[src/design/dmp_pkg.sv]
`timescale 1ns / 1ps
`default_nettype none
package dmp_pkg;
   typedef enum logic [2:0] {
      PH_HEADER, PH_CODE, PH_LEN, PH_DATA, PH_SKIP, PH_DONE
   } phase_type;

   typedef enum logic [2:0] {
      K_NONE, K_SINGLE, K_BYTES, K_CLIENT, K_ADDR4, K_ARRAY4
   } kind_type;

   localparam logic [4:0] FC_OP      = 5'd0;
   localparam logic [4:0] FC_XID     = 5'd4;
   localparam logic [4:0] FC_SECS    = 5'd5;
   localparam logic [4:0] FC_FLAGS   = 5'd6;
   localparam logic [4:0] FC_CIADDR  = 5'd7;
   localparam logic [4:0] FC_YIADDR  = 5'd8;
   localparam logic [4:0] FC_GIADDR  = 5'd9;
   localparam logic [4:0] FC_CHADDR  = 5'd10;
   localparam logic [4:0] FC_SNAME   = 5'd11;
   localparam logic [4:0] FC_FILE    = 5'd12;
   localparam logic [4:0] FC_ERROR   = 5'd26;
   localparam logic [4:0] FC_LENGTH  = 5'd27;

   localparam logic [1:0] ERR_NONE    = 2'd0;
   localparam logic [1:0] ERR_COOKIE  = 2'd1;
   localparam logic [1:0] ERR_SIZE    = 2'd2;
   localparam logic [1:0] ERR_UNKNOWN = 2'd3;

   localparam logic [7:0] HDR_LEN = 8'd236;
   localparam logic [7:0] TAG_PAD = 8'd0;
   localparam logic [7:0] TAG_END = 8'd255;

   typedef struct packed {
      logic [4:0]  code;
      logic [47:0] value;
      logic [7:0]  index;
      logic [1:0]  err;
      logic        last;
   } result_type;

   function automatic logic [7:0] cookie_byte(input logic [1:0] i);
      case (i)
         2'd0: cookie_byte = 8'd99;
         2'd1: cookie_byte = 8'd130;
         2'd2: cookie_byte = 8'd83;
         default: cookie_byte = 8'd99;
      endcase
   endfunction

   function automatic kind_type opt_kind(input logic [7:0] tag);
      case (tag)
         8'd53: opt_kind = K_SINGLE;
         8'd12, 8'd55: opt_kind = K_BYTES;
         8'd61: opt_kind = K_CLIENT;
         8'd50, 8'd1, 8'd54, 8'd58, 8'd59, 8'd51: opt_kind = K_ADDR4;
         8'd3, 8'd6, 8'd42: opt_kind = K_ARRAY4;
         default: opt_kind = K_NONE;
      endcase
   endfunction

   function automatic logic [4:0] opt_code(input logic [7:0] tag);
      case (tag)
         8'd53: opt_code = 5'd13;
         8'd12: opt_code = 5'd14;
         8'd55: opt_code = 5'd15;
         8'd61: opt_code = 5'd16;
         8'd50: opt_code = 5'd17;
         8'd1:  opt_code = 5'd18;
         8'd3:  opt_code = 5'd19;
         8'd6:  opt_code = 5'd20;
         8'd42: opt_code = 5'd21;
         8'd54: opt_code = 5'd22;
         8'd58: opt_code = 5'd23;
         8'd59: opt_code = 5'd24;
         8'd51: opt_code = 5'd25;
         default: opt_code = 5'd0;
      endcase
   endfunction
endpackage
`default_nettype wire

[src/design/dmp_core.sv]
`timescale 1ns / 1ps
`default_nettype none
module dmp_core
   import dmp_pkg::*;
(
   input  wire logic       clock,
   input  wire logic       reset,
   input  wire logic       step,
   input  wire logic [7:0] data_byte,
   input  wire logic       frame_start,
   output result_type      result,
   output logic            result_valid
);
   phase_type   phase_ff, phase_in;
   logic [7:0]  offset_ff, offset_in;
   logic [7:0]  tag_ff, tag_in;
   logic [7:0]  remaining_ff, remaining_in;
   logic [47:0] acc_ff, acc_in;
   logic [7:0]  count_ff, count_in;
   logic [15:0] length_ff, length_in;
   logic        bad_ff, bad_in;

   always_ff @(posedge clock) begin
      if (reset) begin
         phase_ff <= PH_HEADER;
         offset_ff <= '0;
         tag_ff <= '0;
         remaining_ff <= '0;
         acc_ff <= '0;
         count_ff <= '0;
         length_ff <= 16'(HDR_LEN);
         bad_ff <= 1'b0;
      end else if (step) begin
         phase_ff <= phase_in;
         offset_ff <= offset_in;
         tag_ff <= tag_in;
         remaining_ff <= remaining_in;
         acc_ff <= acc_in;
         count_ff <= count_in;
         length_ff <= length_in;
         bad_ff <= bad_in;
      end
   end

   always_comb begin
      phase_type   ph;
      logic [7:0]  off, tag, rem, cnt, rem_dec;
      logic [47:0] acc, acc_sh;
      logic [15:0] len, len_inc;
      logic        bad, ok;
      kind_type    kind;
      logic [4:0]  code;
      ph = phase_ff; off = offset_ff; tag = tag_ff; rem = remaining_ff;
      acc = acc_ff; cnt = count_ff; len = length_ff; bad = bad_ff;
      if (frame_start) begin
         ph = PH_HEADER; off = '0; tag = '0; rem = '0; acc = '0; cnt = '0;
         len = 16'(HDR_LEN); bad = 1'b0;
      end
      acc_sh = {acc[39:0], data_byte};
      len_inc = (len == 16'hFFFF) ? len : len + 16'd1;
      rem_dec = rem - 8'd1;
      kind = opt_kind(tag);
      code = opt_code(tag);
      ok = 1'b1;
      phase_in = ph; offset_in = off; tag_in = tag; remaining_in = rem;
      acc_in = acc; count_in = cnt; length_in = len; bad_in = bad;
      result = '0;
      result_valid = 1'b0;
      case (ph)
         PH_HEADER: begin
            acc_in = acc_sh;
            offset_in = off + 8'd1;
            if (off >= HDR_LEN) begin
               length_in = len_inc;
               if (data_byte != cookie_byte(off[1:0])) bad_in = 1'b1;
               if (off >= HDR_LEN + 8'd3) begin
                  phase_in = PH_CODE;
                  if (bad_in) begin
                     result_valid = 1'b1;
                     result.code = FC_ERROR;
                     result.err = ERR_COOKIE;
                  end
               end
            end else begin
               result_valid = 1'b1;
               if (off == 8'd0) begin
                  result.code = FC_OP;
                  result.value = (data_byte == 8'd1) ? 48'd1 : 48'd2;
               end else if (off <= 8'd3) begin
                  result.code = off[4:0];
                  result.value = 48'(data_byte);
               end else if (off == 8'd7) begin
                  result.code = FC_XID; result.value = 48'(acc_sh[31:0]);
               end else if (off == 8'd9) begin
                  result.code = FC_SECS; result.value = 48'(acc_sh[15:0]);
               end else if (off == 8'd11) begin
                  result.code = FC_FLAGS; result.value = 48'(acc_sh[15:0]);
               end else if (off == 8'd15) begin
                  result.code = FC_CIADDR; result.value = 48'(acc_sh[31:0]);
               end else if (off == 8'd19) begin
                  result.code = FC_YIADDR; result.value = 48'(acc_sh[31:0]);
               end else if (off == 8'd27) begin
                  result.code = FC_GIADDR; result.value = 48'(acc_sh[31:0]);
               end else if (off == 8'd33) begin
                  result.code = FC_CHADDR; result.value = acc_sh;
               end else if (off >= 8'd44 && off < 8'd108) begin
                  result.code = FC_SNAME; result.value = 48'(data_byte);
                  result.index = off - 8'd44;
               end else if (off >= 8'd108) begin
                  result.code = FC_FILE; result.value = 48'(data_byte);
                  result.index = off - 8'd108;
               end else begin
                  result_valid = 1'b0;
               end
            end
         end
         PH_CODE: begin
            length_in = len_inc;
            if (data_byte == TAG_END) begin
               phase_in = PH_DONE;
               result_valid = 1'b1;
               result.code = FC_LENGTH;
               result.value = 48'(len_inc);
               result.last = 1'b1;
            end else if (data_byte != TAG_PAD) begin
               tag_in = data_byte;
               phase_in = PH_LEN;
            end
         end
         PH_LEN: begin
            length_in = len_inc;
            remaining_in = data_byte;
            count_in = '0;
            acc_in = '0;
            case (kind)
               K_SINGLE: ok = (data_byte == 8'd1);
               K_CLIENT: ok = (data_byte == 8'd7);
               K_ADDR4:  ok = (data_byte == 8'd4);
               K_ARRAY4: ok = (data_byte[1:0] == 2'd0);
               default:  ok = 1'b1;
            endcase
            if (kind == K_NONE || !ok) begin
               phase_in = (data_byte != 8'd0) ? PH_SKIP : PH_CODE;
               result_valid = 1'b1;
               result.code = FC_ERROR;
               result.value = 48'(tag);
               result.err = (kind == K_NONE) ? ERR_UNKNOWN : ERR_SIZE;
            end else begin
               phase_in = (data_byte != 8'd0) ? PH_DATA : PH_CODE;
            end
         end
         PH_DATA: begin
            length_in = len_inc;
            acc_in = acc_sh;
            count_in = cnt + 8'd1;
            remaining_in = rem_dec;
            if (rem_dec == 8'd0) phase_in = PH_CODE;
            result.code = code;
            case (kind)
               K_SINGLE: begin
                  result_valid = 1'b1;
                  result.value = 48'(data_byte);
               end
               K_BYTES: begin
                  result_valid = 1'b1;
                  result.value = 48'(data_byte);
                  result.index = cnt;
               end
               K_ADDR4: begin
                  result_valid = (rem_dec == 8'd0);
                  result.value = 48'(acc_sh[31:0]);
               end
               K_ARRAY4: begin
                  result_valid = (cnt[1:0] == 2'd3);
                  result.value = 48'(acc_sh[31:0]);
                  result.index = {2'b00, cnt[7:2]};
               end
               K_CLIENT: begin
                  if (cnt == 8'd0 && data_byte != 8'd1) begin
                     phase_in = (rem_dec != 8'd0) ? PH_SKIP : PH_CODE;
                     result_valid = 1'b1;
                     result.code = FC_ERROR;
                     result.value = 48'(tag);
                     result.err = ERR_SIZE;
                  end else begin
                     result_valid = (rem_dec == 8'd0);
                     result.value = acc_sh;
                  end
               end
               default: result_valid = 1'b0;
            endcase
         end
         PH_SKIP: begin
            length_in = len_inc;
            remaining_in = rem_dec;
            if (rem_dec == 8'd0) phase_in = PH_CODE;
         end
         default: ;
      endcase
   end
endmodule
`default_nettype wire

[src/design/dhcp_message_parser.sv]
`timescale 1ns / 1ps
`default_nettype none
// byte-stream dhcp/bootp parser: one message byte per request, and a new request can be
// taken every cycle unless a result stalls on rsp_tready. the byte waits in an input
// register, the field decoder works on it combinationally and its result, if the byte
// yields one, goes into an output register when the decoder steps, and rsp_tvalid offers
// it from there. while a result waits for rsp_tready the decoder does not step, and
// req_tready drops once the input register is also full
module dhcp_message_parser
   import dmp_pkg::*;
(
   input  wire logic        clock,
   input  wire logic        reset,
   input  wire logic        req_tvalid,
   output logic             req_tready,
   input  wire logic [7:0]  req_tdata,  // data_byte
   input  wire logic        req_tuser,  // frame_start
   output logic             rsp_tvalid,
   input  wire logic        rsp_tready,
   output logic [63:0]      rsp_tdata,  // field_value, element_index, zero fill
   output logic [6:0]       rsp_tuser,  // field_code, error_code
   output logic             rsp_tlast
);
   logic       in_valid_ff;
   logic [7:0] in_byte_ff;
   logic       in_start_ff;
   logic       out_valid_ff;
   result_type out_ff;
   result_type result;
   logic       result_valid;
   logic       step;

   assign step = in_valid_ff && (!out_valid_ff || rsp_tready);
   assign req_tready = !in_valid_ff || step;

   always_ff @(posedge clock) begin
      if (reset) begin
         in_valid_ff <= 1'b0;
         out_valid_ff <= 1'b0;
      end else begin
         if (req_tready) in_valid_ff <= req_tvalid;
         if (step) out_valid_ff <= result_valid;
         else if (rsp_tready) out_valid_ff <= 1'b0;
      end
   end

   always_ff @(posedge clock) begin
      if (req_tready && req_tvalid) begin
         in_byte_ff <= req_tdata;
         in_start_ff <= req_tuser;
      end
      if (step) out_ff <= result;
   end

   dmp_core u_core (
      .clock(clock), .reset(reset), .step(step),
      .data_byte(in_byte_ff), .frame_start(in_start_ff),
      .result(result), .result_valid(result_valid)
   );

   assign rsp_tvalid = out_valid_ff;
   assign rsp_tdata = {8'd0, out_ff.index, out_ff.value};
   assign rsp_tuser = {out_ff.err, out_ff.code};
   assign rsp_tlast = out_ff.last;
endmodule
`default_nettype wire
[config.mk]
export PLATFORM = sky130hd
export DESIGN_NAME = dhcp_message_parser
export DESIGN_NICKNAME = d
export VERILOG_FILES = /design/src/design/dmp_pkg.sv /design/src/design/dmp_core.sv /design/src/design/dhcp_message_parser.sv
export SDC_FILE = /design/constraint.sdc
export NUM_CORES = 1
export LEC_CHECK = 0
export BUFFER_PORTS_ARGS = -buffer_cell sky130_fd_sc_hd__buf_4
export CORE_MARGIN = 5
export CORE_UTILIZATION = 25
export DETAILED_ROUTE_END_ITERATION = 8
export HOLD_SLACK_MARGIN = 0.03
export SLEW_MARGIN = 15
export SYNTH_ARGS = -nofsm -noshare
export SYNTH_HDL_FRONTEND = slang
export SYNTH_SLANG_ARGS = --single-unit
export TNS_END_PERCENT = 5
[constraint.sdc]
create_clock -name clock -period 4.6 [get_ports clock]
set_input_delay 0 -clock clock [delete_from_list [all_inputs] [get_ports clock]]
set_output_delay 0 -clock clock [all_outputs]
set_load 0.005 [all_outputs]
======== Word-level counts from Yosys, hierarchy flattened ========
Memory sizes are Yosys's and may differ from the RTL's.
Index checks and enable logic that the tools add are counted.
storage, ports and cells
  flip-flop bits (word level) ............. 167
  ROM bits ................................ 512
  bits of input ports ..................... 13
  output and inout port bits .............. 74
  logic and storage cells ................. 187
  memories kept ........................... 2
cells by class
  add/sub/neg operators ................... 6
  $lt $le $gt $ge ......................... 6
  equality and inequality tests ........... 26
  mux-type cells .......................... 105
  reductions and logical operators ........ 25
memories
  memory           words  width  read ports  clocked after Yosys merged registers in  wr ports  line           text
  (no name shown)  64     5      1           0                                        0         dmp_pkg.sv:63  case (tag)
  (no name shown)  64     3      1           0                                        0         dmp_pkg.sv:52  case (tag)
operators with widths
  kind                   count
  $mux 53                11
  $pmux 53 s4            1
  $mux 8                 19
  $pmux 48 s3            1
  $pmux 40 s2            1
  $pmux 8 s2             5
  $mux 61                1
  $mux 60                1
  $mux 56                1
  $mux 16                3
  $mux 48                1
  $mux 40                1
  $mux 3                 12
  $pmux 16 s2            1
  $mux 5                 6
  $mux 1                 28
  $eq 8x3->1 const B     3
  $eq 8x4->1 const B     3
  $logic_not 8->1        3
  $add 16x1->16 const B  1
  $add 8x1->8 const B    2
  $eq 16x16->1 const B   1
  $eq 8x5->1 const B     2
  $ge 8x8->1 const B     2
  30 further kinds       58

======== Logic depth before layout (Yosys ltp) ========
  word-level depth ........................ 16
  depth in mapped cells ................... 17
  mapped depth without buffers ............ 12

======== Hierarchy ========
From an unflattened synthesis, not the netlist that was laid out.
second synthesis, totals
  cell total of the unflattened synthesis .. 1,029
  area, all modules ....................... 9,157.5 um^2
modules (own cells, without submodules)
  module               times used  cells each  area an instance (um^2)  seq. area each (um^2)
  dmp_core             1           937         6,797.8                  1,841.8
  dhcp_message_parser  1           92          2,359.8                  2,232.1

======== Worst setup path before layout ========
Ideal clock, no wire load.
  path type ............................... register -> register
  start ................................... reg in_start_ff
  end ..................................... reg out_ff, in the netlist rsp_tdata[4] (data pin)
  library setup time ...................... 0.261 ns
  arrival time ............................ 3.264 ns
  required time ........................... 4.339 ns
  setup slack ............................. 1.075 ns
  stages on the path, launching flop included .. 16
  buffers on the path ..................... 5
  clock period less this slack ............ 3.525 ns
  path through ............................ edfxtp_1 > clkbuf_1 > buf_2 > clkbuf_1 > buf_1 > nor2b_1 > ha_1 > clkbuf_1 > nor3_1 > nor2_1 > nand2_1 > nand2_1 > nor3b_1 > o211ai_1 > and2_1 > a311o_1
RTL lines
  item                      line                       text
  start: declaration        dhcp_message_parser.sv:26  logic in_start_ff;
  start signal: assignment  dhcp_message_parser.sv:50  in_start_ff <= req_tuser;
  end signal: assignment    dhcp_message_parser.sv:52  if (step) out_ff <= result;
  end: declaration          dhcp_message_parser.sv:28  result_type out_ff;

==> flow_metrics.env <==
export IMPL_seq_area_frac_synth=0.460
export IMPL_vias=7710
export IMPL_fin_crit_sh=0.784
export IMPL_r2r_slack_ns=0.99
export IMPL_coreArea_um2=35200
export IMPL_die_w_um=198
export IMPL_grt_first_pass_wirelength_mm=40.5
export IMPL_hpwlAfterDp_mm=18.0
export IMPL_synth_cells=1005
export IMPL_viasPerCell=5.03
export IMPL_outcome="completed"
export IMPL_postRouteAntennaNets=0
export IMPL_antennaDiodeCount=0
export IMPL_synthTopCellsByArea="edfxtp_1 25%, dfxtp_1 21%, nor2_1 6.3%, a22oi_1 5.3%, a21oi_1 3.6%"
export IMPL_hold_class="in2reg"
export IMPL_drt_pre_antenna_iters=5
export IMPL_synth_edf_count=73
export IMPL_synth_top_area_cell="edfxtp_1"
export IMPL_synth_simple_area_share=0.248
export IMPL_crit_arrival_ns=3.76
export IMPL_finalNonFillerCells=1532
export IMPL_pin_count=87
export IMPL_synthToLayoutAreaGrowth_pct=19.4
export IMPL_antenna_found_initial=0
export IMPL_power_density_nw_per_um2=318
export IMPL_startpoint="in_start_ff"
export IMPL_slew_violations=0
export IMPL_yosys_top_cells_count="148 x nor2_1, 94 x dfxtp_1, 82 x nand2_1, 73 x edfxtp_1, 64 x a21oi_1"
export IMPL_io_buffers=78
export IMPL_post_drt_wl_per_cell_um=16.8
export IMPL_path_clk_slew_ns=0.07
export IMPL_synth_top_family_by_area="simple AND/OR/NAND/NOR gates"
export IMPL_place_congestion=0.916
export IMPL_cts_hold_fix_buffers=10
export IMPL_cts_tree="done"
export IMPL_period_minus_slack_ns=3.61
export IMPL_p_leak_nw=3.75
export IMPL_synth_adder_area_share=0.0198
export IMPL_synthDistinctLibCells=76
export IMPL_hold_viol=0
export IMPL_synth_top_area_frac=0.248
export IMPL_post_cts_resized=0
export IMPL_hold_ws_ns=0.0639
export IMPL_finalWorstSetupSlack_ns=0.992
export IMPL_worstSkewPairLatency_ns=0.44
export IMPL_drive_gt1_frac=0.126
export IMPL_synth_compound_area_frac=0.197
export IMPL_r2r_end="rsp_tdata[5]"
export IMPL_rows=69
export IMPL_cts_buffer_depth=2
export IMPL_cp_start_kind="flop"
export IMPL_die_h_um=198
export IMPL_grt_pass1_vias=7246
export IMPL_async_reset_ff_frac=0
export IMPL_ir_worst_vdd_v=0.000276
export IMPL_tightest_slew_ns=1.10
export IMPL_grt_util_all_layers=0.128
export IMPL_cts_sinks=167
export IMPL_dp_cells=1490
export IMPL_cp_endpoint="rsp_tdata[5]"
export IMPL_max_freq_ghz=0.277
export IMPL_n_fill_cell=3685
export IMPL_required_ns=4.76
export IMPL_synth_ff_latch_count=167
export IMPL_finalSetupTns_ns=0
export IMPL_worstRegToRegCells=11
export IMPL_slew_headroom=0.260
export IMPL_synth_area_mux_share=0.00791
export IMPL_fp_dieArea_um2=39300
export IMPL_start_util=0.251
export IMPL_grt_setup_unrepaired="false"
export IMPL_setup_viol=0
export IMPL_overflow=0
export IMPL_synthFlopType="dfxtp_1"
export IMPL_cap_violations=0
export IMPL_r2r_start="in_start_ff"
export IMPL_cp_max_fo=40
export IMPL_wirelength_mm=25.7
export IMPL_synth_xor_area_share=0.0228
export IMPL_yosysWarnings=0
export IMPL_avgSynthCellArea_um2=8.81
export IMPL_drc=0
export IMPL_post_cts_buffers=0
export IMPL_worstSetupPathType="reg2reg"
export IMPL_clockRootBuffer="clkbuf_16"
export IMPL_dp_slack_ns=1.01
export IMPL_grt_max_degree=95
export IMPL_nets=1085
export IMPL_setup_worst_path_end_class="flop"
export IMPL_htree_levels=4
export IMPL_drt_iter0_drc=811
export IMPL_numCtsBuffers=17
export IMPL_post_synth_top_count_cell="nor2_1"
export IMPL_finalClockSkew_ns=0.0172
export IMPL_syn_area_um2=8850
layer usage:
metal	up-vias	share of wire	global-route usage
li1	3743	-	-
met1	3641	0.45	0.176
met2	291	0.46	0.204
met3	35	0.075	0.0299
met4	0	0.018	0.0329
met5	-	0	0
report_power, final:
part           internal (mW)  switching, mW
sequential              1.58         0.0392
clock                  0.793          0.723
combinational         0.0849          0.133
total                   2.46          0.896
worst max-delay path, cell delays in order, from the launching register on:
cell and delay [ns]:
edfxtp_1 0.42, buf_4 0.29, nor2b_1 0.25, ha_1 0.30, o211ai_1 0.14, nor4_1 0.61
nand2_1 0.43, and3_1 0.34, nor3_1 0.16, a21oi_1 0.08, a21oi_1 0.15, nand3_1 0.14
layout by cell type (no fill, tap or decap), drive strengths merged, types with 10 or more instances in the layout:
master	Yosys	final
a21oi	64	64
a22oi	63	63
and2	28	28
and3	11	11
buf	16	91
clkbuf	58	17
dfxtp	94	94
dlygate4sd3	0	10
edfxtp	73	73
ha	14	14
inv	19	23
nand2	82	82
nand2b	17	17
nand3	31	31
nor2	148	148
nor2b	32	32
nor3	36	36
o21ai	39	39
o22ai	12	12
or3	13	13
xnor2	13	13
xor2	10	10
area by class of cell:
type                            instances  area [µm²]  area share
Timing Repair Buffer                  101         783      0.0741
Sequential cell                       167        4070       0.386
Clock inverter                         15         209      0.0198
Tap cell                              461         577      0.0546
Clock buffer                           17         425      0.0403
Multi-Input combinational cell        752        4430       0.419
Inverter                               19        72.6     0.00687
per-stage QoR:
stage	cell area, µm²	power, mW	util
after floorplan	8880	1.77	-
after global placement	9830	1.87	0.279
after detailed placement	9830	1.87	0.279
after CTS	10600	3.39	0.300
after global routing	10600	3.48	0.300
final	10600	3.36	0.300
cell families (layout without fill, tap and decap cells):
kind of cell,after synthesis,after routing
fa+ha+maj,14,14
other cells,1,8
buf+inv,93,152
simple gates,443,443
flops,167,167
xor+xnor,23,23
mux,7,7
compound gates,257,257
worst min path at each step:
stage / endpoint / cells past startpoint / from
final: in_valid_ff / 5 / rsp_tready
after global routing: in_valid_ff / 5 / rsp_tready
after CTS: in_valid_ff / 5 / rsp_tready
after detailed placement: in_byte_ff[5] / 1 / req_tdata[5]
after global placement: in_byte_ff[7] / 1 / req_tdata[7]
after floorplan: in_byte_ff[0] / 0 / req_tdata[0]
registers in the layout, indices dropped and copies added (netlist names), 3 cells and up:
| signal | flops |
|---|---|
| u_core.count_ff | 8 |
| u_core.phase_ff | 3 |
| rsp_tuser | 7 |
| u_core.length_ff | 16 |
| u_core.tag_ff | 8 |
| rsp_tdata | 56 |
| u_core.remaining_ff | 8 |
| u_core.acc_ff | 40 |
| u_core.offset_ff | 8 |
| in_byte_ff | 8 |
(Power assumes the default switching activity.)
